## src/ti1d_pkg.sv

```systemverilog
// Shared types, codes and constants of the 1-D table interpolator.
package ti1d_pkg;

	localparam int unsigned DATA_W          = 32;
	localparam int unsigned MAX_ENTRIES_DEF = 64;
	localparam int unsigned SIZE_W          = 7;
	localparam int unsigned INDEX_W         = 6;

	// Item function codes
	localparam logic [1:0] FUNC_WRITE  = 2'd0;
	localparam logic [1:0] FUNC_COMMIT = 2'd1;
	localparam logic [1:0] FUNC_LOOKUP = 2'd2;

	// Status codes
	localparam logic [1:0] STAT_OK       = 2'd0;
	localparam logic [1:0] STAT_SIZE     = 2'd1;
	localparam logic [1:0] STAT_ORDER    = 2'd2;
	localparam logic [1:0] STAT_NOTVALID = 2'd3;

	// Region codes
	localparam logic [1:0] REG_INSIDE = 2'd0;
	localparam logic [1:0] REG_BELOW  = 2'd1;
	localparam logic [1:0] REG_ABOVE  = 2'd2;

	// Interpolation modes
	localparam logic [1:0] INTERP_LINEAR  = 2'd0;
	localparam logic [1:0] INTERP_NEAREST = 2'd1;
	localparam logic [1:0] INTERP_NEXT    = 2'd2;
	localparam logic [1:0] INTERP_PREV    = 2'd3;

	// Extrapolation modes
	localparam logic [1:0] EXTRAP_CLIP    = 2'd0;
	localparam logic [1:0] EXTRAP_LINEAR  = 2'd1;
	localparam logic [1:0] EXTRAP_SPECIFY = 2'd2;

	// Configuration register indexes
	localparam logic [2:0] CFG_TABLE_SIZE  = 3'd0;
	localparam logic [2:0] CFG_INTERP_MODE = 3'd1;
	localparam logic [2:0] CFG_EXTRAP_MODE = 3'd2;
	localparam logic [2:0] CFG_LOWER_VALUE = 3'd3;
	localparam logic [2:0] CFG_UPPER_VALUE = 3'd4;

	// Request to the linear interpolation unit
	typedef struct packed {
		logic                     start;
		logic signed [DATA_W-1:0] xq;
		logic signed [DATA_W-1:0] x1;
		logic signed [DATA_W-1:0] x2;
		logic signed [DATA_W-1:0] y1;
		logic signed [DATA_W-1:0] y2;
	} lin_req_t;

	// Response of the linear interpolation unit
	typedef struct packed {
		logic                     done;
		logic signed [DATA_W-1:0] value;
	} lin_rsp_t;

endpackage

```

## src/ti1d_mem.sv

```systemverilog
// Breakpoint memory: x and y arrays, one write port, one shared read address.
module ti1d_mem
	import ti1d_pkg::*;
#(
	parameter int unsigned DEPTH  = MAX_ENTRIES_DEF,
	parameter int unsigned ADDR_W = $clog2(MAX_ENTRIES_DEF)
) (
	input  logic                     clk,
	input  logic                     we,
	input  logic [ADDR_W-1:0]        waddr,
	input  logic signed [DATA_W-1:0] wx,
	input  logic signed [DATA_W-1:0] wy,
	input  logic [ADDR_W-1:0]        raddr,
	output logic signed [DATA_W-1:0] rx,
	output logic signed [DATA_W-1:0] ry
);

	logic signed [DATA_W-1:0] x_mem [DEPTH];
	logic signed [DATA_W-1:0] y_mem [DEPTH];

	// Write the pair
	always_ff @(posedge clk) begin
		if (we) begin
			x_mem[waddr] <= wx;
			y_mem[waddr] <= wy;
		end
	end

	// Registered read: the data appears in the cycle after the address
	always_ff @(posedge clk) begin
		rx <= x_mem[raddr];
		ry <= y_mem[raddr];
	end

endmodule

```

## config.mk

```make
export PLATFORM = sky130hd
export DESIGN_NAME = ti1d_mem
export DESIGN_NICKNAME = d
export VERILOG_FILES = /design/src/ti1d_pkg.sv /design/src/ti1d_mem.sv
export SDC_FILE = /design/constraint.sdc
export NUM_CORES = 2
export LEC_CHECK = 0
export BUFFER_PORTS_ARGS = -buffer_cell sky130_fd_sc_hd__buf_2
export CAP_MARGIN = 20
export CORE_UTILIZATION = 30
export CTS_BUF_LIST = sky130_fd_sc_hd__clkbuf_2 sky130_fd_sc_hd__clkbuf_4 sky130_fd_sc_hd__clkbuf_8
export CTS_CLUSTER_SIZE = 16
export DETAILED_ROUTE_END_ITERATION = 8
export GPL_ROUTABILITY_DRIVEN = 0
export PLACE_DENSITY = 0.41
export SKIP_LAST_GASP = 1
export SYNTH_ARGS = -nofsm -noshare
export SYNTH_HDL_FRONTEND = slang
export SYNTH_SLANG_ARGS = --single-unit
export TNS_END_PERCENT = 1
```

## constraint.sdc

```tcl
create_clock -name clk -period 10.2 [get_ports clk]
set_input_delay 2.04 -clock clk [delete_from_list [all_inputs] [get_ports clk]]
set_output_delay 2.04 -clock clk [all_outputs]
set_load 0.01 [all_outputs]
```

# == After elaboration in Yosys (flattened, before gate mapping) ==
# Memory sizes are Yosys's and may differ from the RTL's. A register that Yosys moved wholly into a read port is not among the register bits.
# Cells that the tools add are included.
# word_totals
ff_bits,0
ramBits,4096
inputBits,78
wordCells,4
mem_count,2
# classes
muxes,2
# mem_list
memory,depth,word_bits,rd,rd_clocked_by_memory_dff,write_ports,line,text
x_mem,64,32,1,1,1,ti1d_mem.sv:18,logic signed [DATA_W-1:0] x_mem [DEPTH];
y_mem,64,32,1,1,1,ti1d_mem.sv:19,logic signed [DATA_W-1:0] y_mem [DEPTH];
# op_table
operator,count
two-way mux 1 bit,2

# == Depth between registers and ports, before layout ==
# logic_depth
word_depth,2
depth_mapped,9
ltp_nobuf,4

# == Least setup slack after synthesis ==
# No wires, ideal clock.
# synth_timing
path_kind,input-to-reg
start,input port waddr[4]
end,memory x_mem[16][0] (enable)
arrival_time_ns,5.550
required_time_ns,9.714
slack_ns,4.164
stages,4
n_path_buf,2
cell_sequence,clkbuf_1 > or3b_2 > clkbuf_1 > nor2_1
# synth_rtl
item,line,text
start: declaration,ti1d_mem.sv:10,"input logic [ADDR_W-1:0] waddr,"
end: declaration,ti1d_mem.sv:18,
# No word-level cell before the write port.

# == Worst setup path after layout ==
# layout_timing
start,input port we
end,memory x_mem[16][27] (enable)
# layout_via
elab_chain_cells,2
# layout_rtl
item,line,text
start: declaration,ti1d_mem.sv:9,"input logic we,"
two-way mux 1 bit,ti1d_mem.sv:23,if (we) begin
two-way mux 1 bit (not written as such),ti1d_mem.sv:24,x_mem[waddr] <= wx;
# Every way passes these cells.

==> results.md <==
* Worst slew pin tran at 1.21 ns
* Share of layout cells above drive strength 1 at 0.335
* Number of synthesis warnings at 0
* Total number of vias at 76460
* Seq/Total Area, Yosys at 0.797
* Status: finished, violations left
* Hold Violations, Final at 0
* Slew Viols, Final at 0
* Main flop type after synthesis: edfxtp_1
* RSZ-0062 raised after global routing: false
* Fmax at 219 MHz
* I/O Pins at 142
* Vias in the first global route at 79553
* DRC at 22
* Post-synth ARST share at 0
* I/O Buffers at 141
* Root Buffer: clkbuf_8
* Initial antenna violation count at 49
* Fillers at 48024
* Crit path max fanout at 28
* CTS tree: yes
* Synth area leaders: edfxtp_1 (79%), mux4_2 (15%), a22oi_1 (1.2%)
* Min cycle time layout at 4.57 ns
* Final instance area at 181000 µm²
* Setup violations, final at 0
* Peak VDD IR at 0.000136 V
* Placed standard-cell area at 166000 µm²
* Syn Nets at 6583
* Top-count cell post-synth: edfxtp_1
* Headroom to the max-slew limit at 0.190
* CP required at 11.05 ns
* Synth top cells by count: edfxtp_1 (4096), mux4_2 (1024), a22oi_1 (256), clkbuf_1 (140), buf_2 (136)
* Critical Path Sink Type: flip-flop
* Final setup skew at 0.0649 ns
* Fin Hold WS at 0.802 ns
* Failing checks: design-rule violations
* Clock slew at reported path FFs at 0.07 ns
* DRT antenna net count at 0
* Syn Std Cell Area at 156000 µm²
* Hold Buf Count CTS at 0
* CP Class: input port to flip-flop
* Placement Rows at 264
* Vias per cell at 5.21
* Routed Wire Length at 533000 µm
* DIE AREA at 522000 µm²
* Static leakage at 55.6 nW
* Clock buffer depth at 4
* First-pass DRT Iterations at 8
* Post-synth top area cell: edfxtp_1
* Distinct cells, synth at 30
* Pin count of the biggest net entering global routing at 119
* Post-synthesis register bit count at 4160
* EDFF count, synth at 4096
* Hpwl dp at 261000 µm
* # clock sinks at 4160
* Synth top area share at 0.789
* CP Launch Type: input port
* Min-delay worst type: flip-flop to flip-flop
* Die width at 723 µm
* CTS resizes at 0
* Tcrit/Tclk final at 0.448
* H-tree depth at 6
* CTS Buf Count at 704
* Cell count after synthesis at 6505
* Worst EP arrival at 5.41 ns
* Setup_tns at 0 ns
* GRT Util Overall at 0.200
* Core area at 517000 µm²
* Global-route wire length before repair at 715000 µm
* Drt wl/cell at 36.3 µm
* Area grow syn2layout at 16.0%
* Pwr dens at 197 nW/µm²
* Final global-route overflow total at 0
* Final-stage net count at 7284
* Iter 0 DRT Violations at 8160
* Clk Latency, worst-skew pair at 1.26 ns
* Starting Density at 0.301
* Post-CTS Setup Bufs at 0
* Max-Cap Viols at 0
* Die height at 723 µm
* Syn Area/Cell at 24.0 µm²
-- routing by layer --
metal,vias up,track usage,share of wire
li1,29854,-,-
met1,43106,0.279,0.43
met5,-,0,0.00015
met3,738,0.0290,0.055
met4,14,0.0433,0.023
met2,2748,0.335,0.49
-- flip-flops by register name, summed over array words and instances, names as in the netlist --
register  count
rx           32
ry           32
x_mem      2048
y_mem      2048
-- path summary, 6_finish.rpt --
kind / from / cells past startpoint / end / slack (ns)
worst max-delay path: we / 6 / x_mem[16][27]$_DFFE_PP_ / 5.63
worst min-delay path: x_mem[44][6]$_DFFE_PP_ / 4 / rx[6]$_DFF_P_ / 0.80
worst max register to register: y_mem[59][15]$_DFFE_PP_ / 4 / ry[15]$_DFF_P_ / 8.07
worst min register to register: x_mem[44][6]$_DFFE_PP_ / 4 / rx[6]$_DFF_P_ / 0.80
-- worst max-delay path, cell delays in order --
cell	delay [ns]
buf_2	0.12
nor2b_1	0.25
nand2_1	0.56
nor2_4	0.84
buf_4	0.79
buf_4	0.73
-- per-stage QoR --
| step | setup WS, ns | utilization | instances | power (W) |
|---|---|---|---|---|
| 2_1_floorplan | 4.16 | - | 6505 | 0.0202 |
| 3_3_place_gp | 4.24 | 0.321 | 13370 | 0.0211 |
| 3_5_place_dp | 4.29 | 0.321 | 13374 | 0.0211 |
| 4_1_cts | 5.67 | 0.348 | 14629 | 0.0360 |
| 5_1_grt | 5.54 | 0.349 | 14676 | 0.0368 |
| 6_report | 5.63 | 0.349 | 14687 | 0.0357 |
-- where the power goes --
group          internal [W]  switching, W  leakage, nW
Clock               0.00796       0.00695         7.33
Combinational      0.000607       0.00113         10.9
Sequential           0.0189     0.0000917         37.4
-- placed cells by master, fill, tap and decap left out, types with 5 or more instances in the layout --
cell type,n
a211oi_1,63
a21oi_1,25
a22oi_1,256
buf_12,98
buf_2,136
buf_4,131
bufinv_16,8
clkbuf_4,298
clkbuf_8,731
clkinv_1,138
clkinv_2,34
clkinv_8,5
clkinvlp_4,13
dfxtp_1,64
diode_2,16
edfxtp_1,4096
inv_12,14
inv_16,6
mux2i_1,90
mux4_2,1024
nand2_1,6
nand3_1,133
nor2_1,43
nor2_4,67
o211a_1,64
o221ai_1,64
o22ai_1,102
-- cell families after synthesis --
kind of cell           synth area share
DFF                               0.797
buffers and inverters            0.0124
and+or+nand+nor                 0.00831
AOI/OAI and AO/OA                0.0280
muxes                             0.154
-- area by class of cell --
type                    count  area (µm²)  area share
repair buffers            372        3750      0.0208
flip-flops and latches   4160      124000       0.688
diodes                     16        40.0    0.000222
multi-input cells        1967       30200       0.167
well taps                6916        8650      0.0479
clock buffers            1029       12300      0.0680
clock inverters           226        1540     0.00849
inverters                   1        3.75   0.0000208
(Power assumes the default switching activity.)
