`src/ti1d_pkg.sv`:
```
// Shared types, codes and constants of the 1-D table interpolator.
package ti1d_pkg;

	localparam int unsigned DATA_W          = 32;
	localparam int unsigned MAX_ENTRIES_DEF = 64;
	localparam int unsigned SIZE_W          = 7;
	localparam int unsigned INDEX_W         = 6;

	// Item function codes
	localparam logic [1:0] FUNC_WRITE  = 2'd0;
	localparam logic [1:0] FUNC_COMMIT = 2'd1;
	localparam logic [1:0] FUNC_LOOKUP = 2'd2;

	// Status codes
	localparam logic [1:0] STAT_OK       = 2'd0;
	localparam logic [1:0] STAT_SIZE     = 2'd1;
	localparam logic [1:0] STAT_ORDER    = 2'd2;
	localparam logic [1:0] STAT_NOTVALID = 2'd3;

	// Region codes
	localparam logic [1:0] REG_INSIDE = 2'd0;
	localparam logic [1:0] REG_BELOW  = 2'd1;
	localparam logic [1:0] REG_ABOVE  = 2'd2;

	// Interpolation modes
	localparam logic [1:0] INTERP_LINEAR  = 2'd0;
	localparam logic [1:0] INTERP_NEAREST = 2'd1;
	localparam logic [1:0] INTERP_NEXT    = 2'd2;
	localparam logic [1:0] INTERP_PREV    = 2'd3;

	// Extrapolation modes
	localparam logic [1:0] EXTRAP_CLIP    = 2'd0;
	localparam logic [1:0] EXTRAP_LINEAR  = 2'd1;
	localparam logic [1:0] EXTRAP_SPECIFY = 2'd2;

	// Configuration register indexes
	localparam logic [2:0] CFG_TABLE_SIZE  = 3'd0;
	localparam logic [2:0] CFG_INTERP_MODE = 3'd1;
	localparam logic [2:0] CFG_EXTRAP_MODE = 3'd2;
	localparam logic [2:0] CFG_LOWER_VALUE = 3'd3;
	localparam logic [2:0] CFG_UPPER_VALUE = 3'd4;

	// Request to the linear interpolation unit
	typedef struct packed {
		logic                     start;
		logic signed [DATA_W-1:0] xq;
		logic signed [DATA_W-1:0] x1;
		logic signed [DATA_W-1:0] x2;
		logic signed [DATA_W-1:0] y1;
		logic signed [DATA_W-1:0] y2;
	} lin_req_t;

	// Response of the linear interpolation unit
	typedef struct packed {
		logic                     done;
		logic signed [DATA_W-1:0] value;
	} lin_rsp_t;

endpackage

```
`src/ti1d_lin.sv`:
```
// Linear interpolation unit: exact product, bit-serial restoring divide, saturate.
module ti1d_lin
	import ti1d_pkg::*;
(
	input  logic     clk,
	input  logic     arst_n,
	input  lin_req_t req,
	output lin_rsp_t rsp
);

	typedef enum logic [3:0] {
		L_IDLE = 4'b0001,
		L_MUL  = 4'b0010,
		L_DIV  = 4'b0100,
		L_OUT  = 4'b1000
	} lin_state_t;

	localparam int unsigned PROD_W = 2 * DATA_W;
	localparam int unsigned CNT_W  = $clog2(PROD_W);
	localparam int unsigned QUO_W  = 40;
	localparam int unsigned SUM_W  = QUO_W + 3;

	lin_state_t              state_q;
	logic [DATA_W-1:0]       a_q;
	logic [DATA_W-1:0]       b_q;
	logic [DATA_W-1:0]       dx_q;
	logic                    neg_q;
	logic signed [DATA_W-1:0] y1_q;
	logic [PROD_W-1:0]       dvd_q;
	logic [DATA_W-1:0]       rem_q;
	logic [QUO_W-1:0]        quo_q;
	logic                    sat_q;
	logic [CNT_W-1:0]        cnt_q;
	logic signed [DATA_W-1:0] value_q;
	logic                    done_q;

	logic signed [DATA_W:0]  num;
	logic signed [DATA_W:0]  dy;
	logic signed [DATA_W:0]  dxw;
	logic [DATA_W:0]         num_abs;
	logic [DATA_W:0]         dy_abs;
	logic [PROD_W-1:0]       prod;
	logic [DATA_W:0]         rem_sh;
	logic [DATA_W:0]         rem_sub;
	logic                    ge;
	logic [QUO_W:0]          mag;
	logic signed [SUM_W-1:0] sum;
	logic signed [DATA_W-1:0] sat_val;

	// Differences and magnitudes of the operands
	always_comb begin
		num     = {req.xq[DATA_W-1], req.xq} - {req.x1[DATA_W-1], req.x1};
		dy      = {req.y2[DATA_W-1], req.y2} - {req.y1[DATA_W-1], req.y1};
		dxw     = {req.x2[DATA_W-1], req.x2} - {req.x1[DATA_W-1], req.x1};
		num_abs = num[DATA_W] ? -num : num;
		dy_abs  = dy[DATA_W] ? -dy : dy;
	end

	assign prod = a_q * b_q;

	// One restoring divide step
	always_comb begin
		rem_sh  = {rem_q, dvd_q[PROD_W-1]};
		ge      = rem_sh >= {1'b0, dx_q};
		rem_sub = rem_sh - {1'b0, dx_q};
	end

	// Apply sign, add base and saturate
	always_comb begin
		mag = sat_q ? {1'b1, {QUO_W{1'b0}}} : {1'b0, quo_q};
		sum = SUM_W'(y1_q) + (neg_q ? -SUM_W'(mag) : SUM_W'(mag));
		if (sum > SUM_W'(signed'({1'b0, {(DATA_W-1){1'b1}}}))) begin
			sat_val = {1'b0, {(DATA_W-1){1'b1}}};
		end else if (sum < -SUM_W'(signed'({1'b0, 1'b1, {(DATA_W-1){1'b0}}}))) begin
			sat_val = {1'b1, {(DATA_W-1){1'b0}}};
		end else begin
			sat_val = sum[DATA_W-1:0];
		end
	end

	// Sequence the multiply and divide
	always_ff @(posedge clk or negedge arst_n) begin
		if (!arst_n) begin
			state_q <= L_IDLE;
			done_q  <= 1'b0;
		end else begin
			done_q <= 1'b0;
			case (state_q)
				L_IDLE: begin
					if (req.start) begin
						state_q <= L_MUL;
					end
				end
				L_MUL: begin
					state_q <= L_DIV;
				end
				L_DIV: begin
					if (cnt_q == '0) begin
						state_q <= L_OUT;
					end
				end
				L_OUT: begin
					done_q  <= 1'b1;
					state_q <= L_IDLE;
				end
				default: begin
					state_q <= L_IDLE;
				end
			endcase
		end
	end

	// Datapath registers
	always_ff @(posedge clk) begin
		case (state_q)
			L_IDLE: begin
				a_q   <= num_abs[DATA_W-1:0];
				b_q   <= dy_abs[DATA_W-1:0];
				dx_q  <= dxw[DATA_W-1:0];
				neg_q <= num[DATA_W] ^ dy[DATA_W];
				y1_q  <= req.y1;
			end
			L_MUL: begin
				dvd_q <= prod;
				rem_q <= '0;
				quo_q <= '0;
				sat_q <= 1'b0;
				cnt_q <= CNT_W'(PROD_W - 1);
			end
			L_DIV: begin
				dvd_q <= {dvd_q[PROD_W-2:0], 1'b0};
				rem_q <= ge ? rem_sub[DATA_W-1:0] : rem_sh[DATA_W-1:0];
				quo_q <= {quo_q[QUO_W-2:0], ge};
				if (ge && (cnt_q >= CNT_W'(QUO_W))) begin
					sat_q <= 1'b1;
				end
				cnt_q <= cnt_q - 1'b1;
			end
			L_OUT: begin
				value_q <= sat_val;
			end
			default: begin
			end
		endcase
	end

	assign rsp.done  = done_q;
	assign rsp.value = value_q;

endmodule

```
`config.mk`:
```
export PLATFORM = sky130hd
export DESIGN_NAME = ti1d_lin
export DESIGN_NICKNAME = d
export VERILOG_FILES = /design/src/ti1d_pkg.sv /design/src/ti1d_lin.sv
export SDC_FILE = /design/constraint.sdc
export NUM_CORES = 2
export LEC_CHECK = 0
export ABC_CLOCK_PERIOD_IN_PS = 17200
export BUFFER_PORTS_ARGS = -buffer_cell sky130_fd_sc_hd__buf_2
export CAP_MARGIN = 20
export CORE_MARGIN = 2
export CORE_UTILIZATION = 50
export CTS_CLUSTER_DIAMETER = 40
export DETAILED_ROUTE_END_ITERATION = 6
export PLACE_DENSITY = 0.66
export SYNTH_ARGS = -nofsm -noshare
export SYNTH_HDL_FRONTEND = slang
export SYNTH_SLANG_ARGS = --single-unit
```
`constraint.sdc`:
```
create_clock -name clk -period 17.2 [get_ports clk]
set_clock_uncertainty 0.2 [all_clocks]
set_input_delay 3.44 -clock clk [delete_from_list [all_inputs] [get_ports clk]]
set_output_delay 3.44 -clock clk [all_outputs]
set_load 0.02 [all_outputs]
```
After elaboration in Yosys (flattened, before gate mapping)
Index checks and enable logic that the tools add are counted.
{"block": "op_classes", "n_mux": 16, "order_cmp": 4, "n_eq_ne": 7, "add_sub_neg": 9, "reduce_logical": 5, "multipliers": 1, "bitwise": 1}
{"op": "$mux 32", "n": 4}
{"op": "$pmux 64 s2", "n": 1}
{"op": "$pmux 40 s2", "n": 1}
{"op": "$sub 32x32->33", "n": 2}
{"op": "$mul 32x32->64", "n": 1}
{"op": "$neg 32->32", "n": 2}
{"op": "$pmux 32 s2", "n": 1}
{"op": "$sub 32x32->32", "n": 2}
{"op": "$add 43x43->43", "n": 1}
{"op": "$gt 43x32->1 const B", "n": 1}
{"op": "$lt 43x32->1 const B", "n": 1}
{"op": "$mux 43", "n": 1}
{"op": "$neg 41->43", "n": 1}
{"op": "$mux 41", "n": 1}
{"op": "$ge 33x32->1", "n": 1}
{"op": "$pmux 4 s3", "n": 1}
{"op": "$pmux 6 s2", "n": 1}
{"op": "$mux 4", "n": 2}
{"op": "$ge 6x6->1 const B", "n": 1}
{"op": "$logic_not 6->1", "n": 1}
{"op": "$ne 2x2->1 const B", "n": 3}
{"op": "$sub 6x1->6 const B", "n": 1}
{"op": "$eq 4x1->1 const B", "n": 1}
{"op": "$eq 4x2->1 const B", "n": 1}
{"op": "other kinds (8)", "n": 10}
{"block": "word_totals", "in_bits": 163, "output_inout_bits": 33, "regBits": 309, "word_cells": 56}

Longest topological paths before layout
{"block": "logic_depth", "word_depth": 6, "ltp_mapped": 29, "ltp_nobuf": 27}

Worst setup path before layout
Ideal clock, no wire load.
{"block": "synth_timing", "kind": "register to register", "start": "register state_q[0]", "end": "register state_q[0]", "path_slack_ns": 1.911, "arrival_ns": 14.758, "required_time_ns": 16.669, "stages_incl_launch_ff": 4, "period_less_slack_ns": 15.289, "cell_sequence": "dfstp_2 nor4b_1 and2_1 nor2_1"}
{"block": "synth_between", "elab_chain_len": 3, "elab_cells_between_ends": 7, "cone_classes": "5 x eq/ne; 1 x mux; 1 x reduce/logical"}
{"item": "start: declaration", "line_no": "ti1d_lin.sv:23", "rtl": "lin_state_t state_q;"}
{"item": "start signal: assignment", "line_no": "ti1d_lin.sv:84", "rtl": "state_q <= L_IDLE;"}
{"item": "start signal: assignment", "line_no": "ti1d_lin.sv:91", "rtl": "state_q <= L_MUL;"}
{"item": "start signal: assignment", "line_no": "ti1d_lin.sv:95", "rtl": "state_q <= L_DIV;"}
{"item": "$eq 4x3->1 / $eq 4x1->1 (equally long branches)", "line_no": "ti1d_lin.sv:88", "rtl": "case (state_q)"}
{"item": "$ne 2x2->1 (no source line)"}
{"item": "$reduce_and 2->1 (no source line)"}
Parallel ways exist; a longest one is shown, timed or not.
A chain may end at the register's enable or synchronous reset.

Worst setup path in the final report
{"block": "layout_timing", "start": "register b_q[17]", "end": "register dvd_q[56] (data pin)"}
{"block": "layout_between", "elab_chain_len": 2}
{"item": "start: declaration", "line_no": "ti1d_lin.sv:25", "rtl": "logic [DATA_W-1:0] b_q;"}
{"item": "start signal: assignment", "line_no": "ti1d_lin.sv:118", "rtl": "b_q <= dy_abs[DATA_W-1:0];"}
{"item": "$mul 32x32->64", "line_no": "ti1d_lin.sv:59", "rtl": "assign prod = a_q * b_q;"}
{"item": "$pmux 64 s2", "line_no": "ti1d_lin.sv:115", "rtl": "case (state_q)"}
{"item": "end signal: assignment", "line_no": "ti1d_lin.sv:124", "rtl": "dvd_q <= prod;"}
{"item": "end signal: assignment", "line_no": "ti1d_lin.sv:131", "rtl": "dvd_q <= {dvd_q[PROD_W-2:0], 1'b0};"}
{"item": "end: declaration", "line_no": "ti1d_lin.sv:29", "rtl": "logic [PROD_W-1:0] dvd_q;"}
No other way between the ends.

==> summary.md <==
| Metric | Value |
|---|---|
| Max_slew headroom | `27.9%` |
| CP Class | `register to register` |
| Busiest grt layer | `met2` |
| Setup TNS | `0 ps` |
| Die X | `340 um` |
| Met1 layer usage reported by global route | `35.9%` |
| Worst Hold Class | `register to register` |
| Routed vias/inst | `5.65` |
| Asr flop ratio synth | `1.62%` |
| R2R setup slack | `7700 ps` |
| Hpwl dp | `118000 um` |
| # hold bufs at CTS | `0` |
| Met2 Usage GRT | `47.9%` |
| Status | `complete, no violations` |
| Initial Util | `50.2%` |
| Root buffer cell | `clkbuf_16` |
| Tot GR Track Use | `28.2%` |
| Proportion of synthesized chip area in sequential cells | `16.4%` |
| Latest clock arrival within the worst-skew pair | `670 ps` |
| Chip height | `340 um` |
| First-pass GRT wire length | `257000 um` |
| Mean routed wirelength per cell | `20.6 um` |
| Synthesized cell area | `56300 um^2` |
| HP Start | `dvd_q[1]` |
| Final max-slew violation count | `0` |
| CTS sink count | `309` |
| Antenna violations before repair | `6` |
| CTS Buffer Depth | `3` |
| Startpoint Class | `register` |
| Crit path max fanout | `32` |
| Post-synthesis instance total | `6130` |
| Via count | `43700` |
| Hold slack | `307 ps` |
| R2r worst-path depth | `26` |
| Syn_nets | `7631` |
| RR Endpoint | `dvd_q[56]` |
| Drt pass-1 iters | `6` |
| Post_cts resized | `0` |
| Worst path required time | `17370 ps` |
| Nets@finish | `7679` |
| Final hold vios | `0` |
| Congestion Overflow GR | `0` |
| Fin crit share | `55.2%` |
| Seq cells post-synth | `309` |
| Final Wtd Congestion | `0.917` |
| Final Cell Area | `61100 um^2` |
| Num CTS Buffers | `68` |
| Syn-to-layout area delta | `8.38%` |
| Final-report setup violation count | `0` |
| Clock slew at reported path FFs | `50 ps` |
| DRC Markers | `0` |
| RSZ-0062 raised after global routing | `no` |
| Core Area | `112000 um^2` |
| Fmax | `105 MHz` |
| Data arrival time of the critical path | `9670 ps` |
| IO Port Bufs | `195` |
| Post-CTS Setup Bufs | `0` |
| Layout cells sized above 1 | `7.22%` |
| Row cnt | `123` |
| Total wire length | `159000 um` |
| RR Startpoint | `b_q[17]` |
| CP Capture Type | `register` |
| Vias in the first global route | `46400` |
| Tmin final | `9500 ps` |
| Synth Warn # | `0` |
| Largest net degree at the start of global routing | `67` |
| DIE AREA | `115000 um^2` |
| Critical path endpoint | `dvd_q[56]` |
| 1st-iter DRT viols | `3183` |
| H-tree depth | `3` |
| Number of synthesized flops with an enable pin | `304` |
| CP startpoint | `b_q[17]` |
| Fill count | `10200` |
| DRT antenna net count | `0` |
| Most used DFF post-synth | `edfxtp_1` |
| Met3 usage | `4.52%` |
| Top Ports | `196` |
| Worst-Margin Slew | `1080 ps` |
| DP Area | `58700 um^2` |
| Utilization after layout | `54.4%` |
| CTS tree | `yes` |
| Max_cap viols | `0` |
| Avg Cell Area, Syn | `9.19 um^2` |
| Post-synth cell types | `105` |
## cell usage after synthesis, types with 37 or more instances
library cell,number,area [um^2]
ha_1,437,5470
a21o_1,144,1080
o21ai_0,159,796
nor2_1,229,860
nand2_1,680,2550
nor2b_1,37,231
clkbuf_1,276,1040
fa_1,901,18000
nand4_1,38,238
xor2_1,106,928
xnor2_1,180,1580
inv_1,1019,3820
nor3_1,42,210
a21oi_1,310,1550
edfxtp_1,304,9130
nand3_1,61,305
and2_1,640,4000
a31oi_1,46,288
## worst max-delay path: stages, from the launching register on
cell and delay [ps]:
edfxtp_1 350, buf_4 300, and2_1 270, fa_1 540
inv_1 60, fa_1 530, inv_1 60, fa_1 500
inv_1 50, fa_1 530, inv_1 50, fa_1 500
fa_1 430, fa_1 510, fa_1 460, ha_1 430
a21oi_1 180, o21ai_0 110, a2111oi_0 810, o31ai_1 350
nor2_1 230, a21oi_1 230, a221oi_1 650, o21ai_0 330
a31oi_1 260, xor2_1 170, a21oi_1 90
## stage by stage
| stage | instances | setup WS, ps |
|---|---|---|
| after CTS | 7732 | 7800 |
| after global routing | 7733 | 7240 |
| after floorplan | 6130 | 1910 |
| after global placement | 7606 | 7860 |
| after detailed placement | 7607 | 7810 |
| final | 7735 | 7700 |
## area by class of cell
| cell class | instances | area [um^2] | area share [%] |
|---|---|---|---|
| timing repair buffer | 276 | 1590 | 2.60 |
| clock inverter | 52 | 663 | 1.09 |
| tap | 1500 | 1880 | 3.07 |
| inverter | 1020 | 3830 | 6.27 |
| antenna | 2 | 5.00 | 0.00820 |
| sequential | 309 | 9260 | 15.2 |
| clock buffer | 73 | 1720 | 2.82 |
| multi-input combinational | 4503 | 42100 | 69.0 |
## logic make-up (layout without fill, tap and decap cells)
group | count (synthesis) | count (layout) | synth area share, %
buffers and inverters | 1318 | 1421 | 8.88
other | 0 | 2 | 0
muxes | 9 | 9 | 0.169
AOI/OAI and AO/OA | 964 | 964 | 11.1
and+or+nand+nor | 1905 | 1905 | 17.3
DFF | 309 | 309 | 16.4
adders and majority gates | 1338 | 1338 | 41.7
xor gates and xnor gates | 287 | 287 | 4.47
## placed cells by master, fill, tap and decap left out, types with 42 or more instances in the layout
cell type / instances
xor2_1: 106
clkbuf_16: 68
nor3_1: 42
fa_1: 901
inv_1: 1018
edfxtp_1: 304
nor2_1: 229
and2_1: 640
buf_2: 195
a31oi_1: 44
ha_1: 437
a21oi_1: 309
buf_4: 79
o21ai_0: 159
nand3_1: 61
a21o_1: 144
xnor2_1: 180
nand2_1: 680
## worst min-delay path by stage
| stage | slack (ps) | end | cells past startpoint |
|---|---|---|---|
| after floorplan | 280 | dvd_q[1] | 2 |
| final | 310 | dvd_q[2] | 2 |
| after global routing | 320 | dvd_q[2] | 2 |
| after global placement | 290 | dvd_q[2] | 2 |
| after CTS | 310 | dvd_q[2] | 2 |
| after detailed placement | 300 | dvd_q[2] | 2 |
## routing by layer
| layer | up-vias | routed length [um] |
|---|---|---|
| met5 | - | 53 |
| met4 | 8 | 7600 |
| met3 | 452 | 10200 |
| met2 | 1565 | 76300 |
| met1 | 21900 | 64800 |
| li1 | 19700 | - |
## sequential cells by signal (all words and copies together) (netlist names)
name,flops
sat_q,1
cnt_q,6
rem_q,32
done_q,1
dvd_q,64
state_q,4
a_q,32
neg_q,1
quo_q,40
value_q,32
b_q,32
dx_q,32
y1_q,32
Power is left out: the tool's default activity adds up to more than one toggle a clock period on the data nets, which glitch-free logic cannot reach.
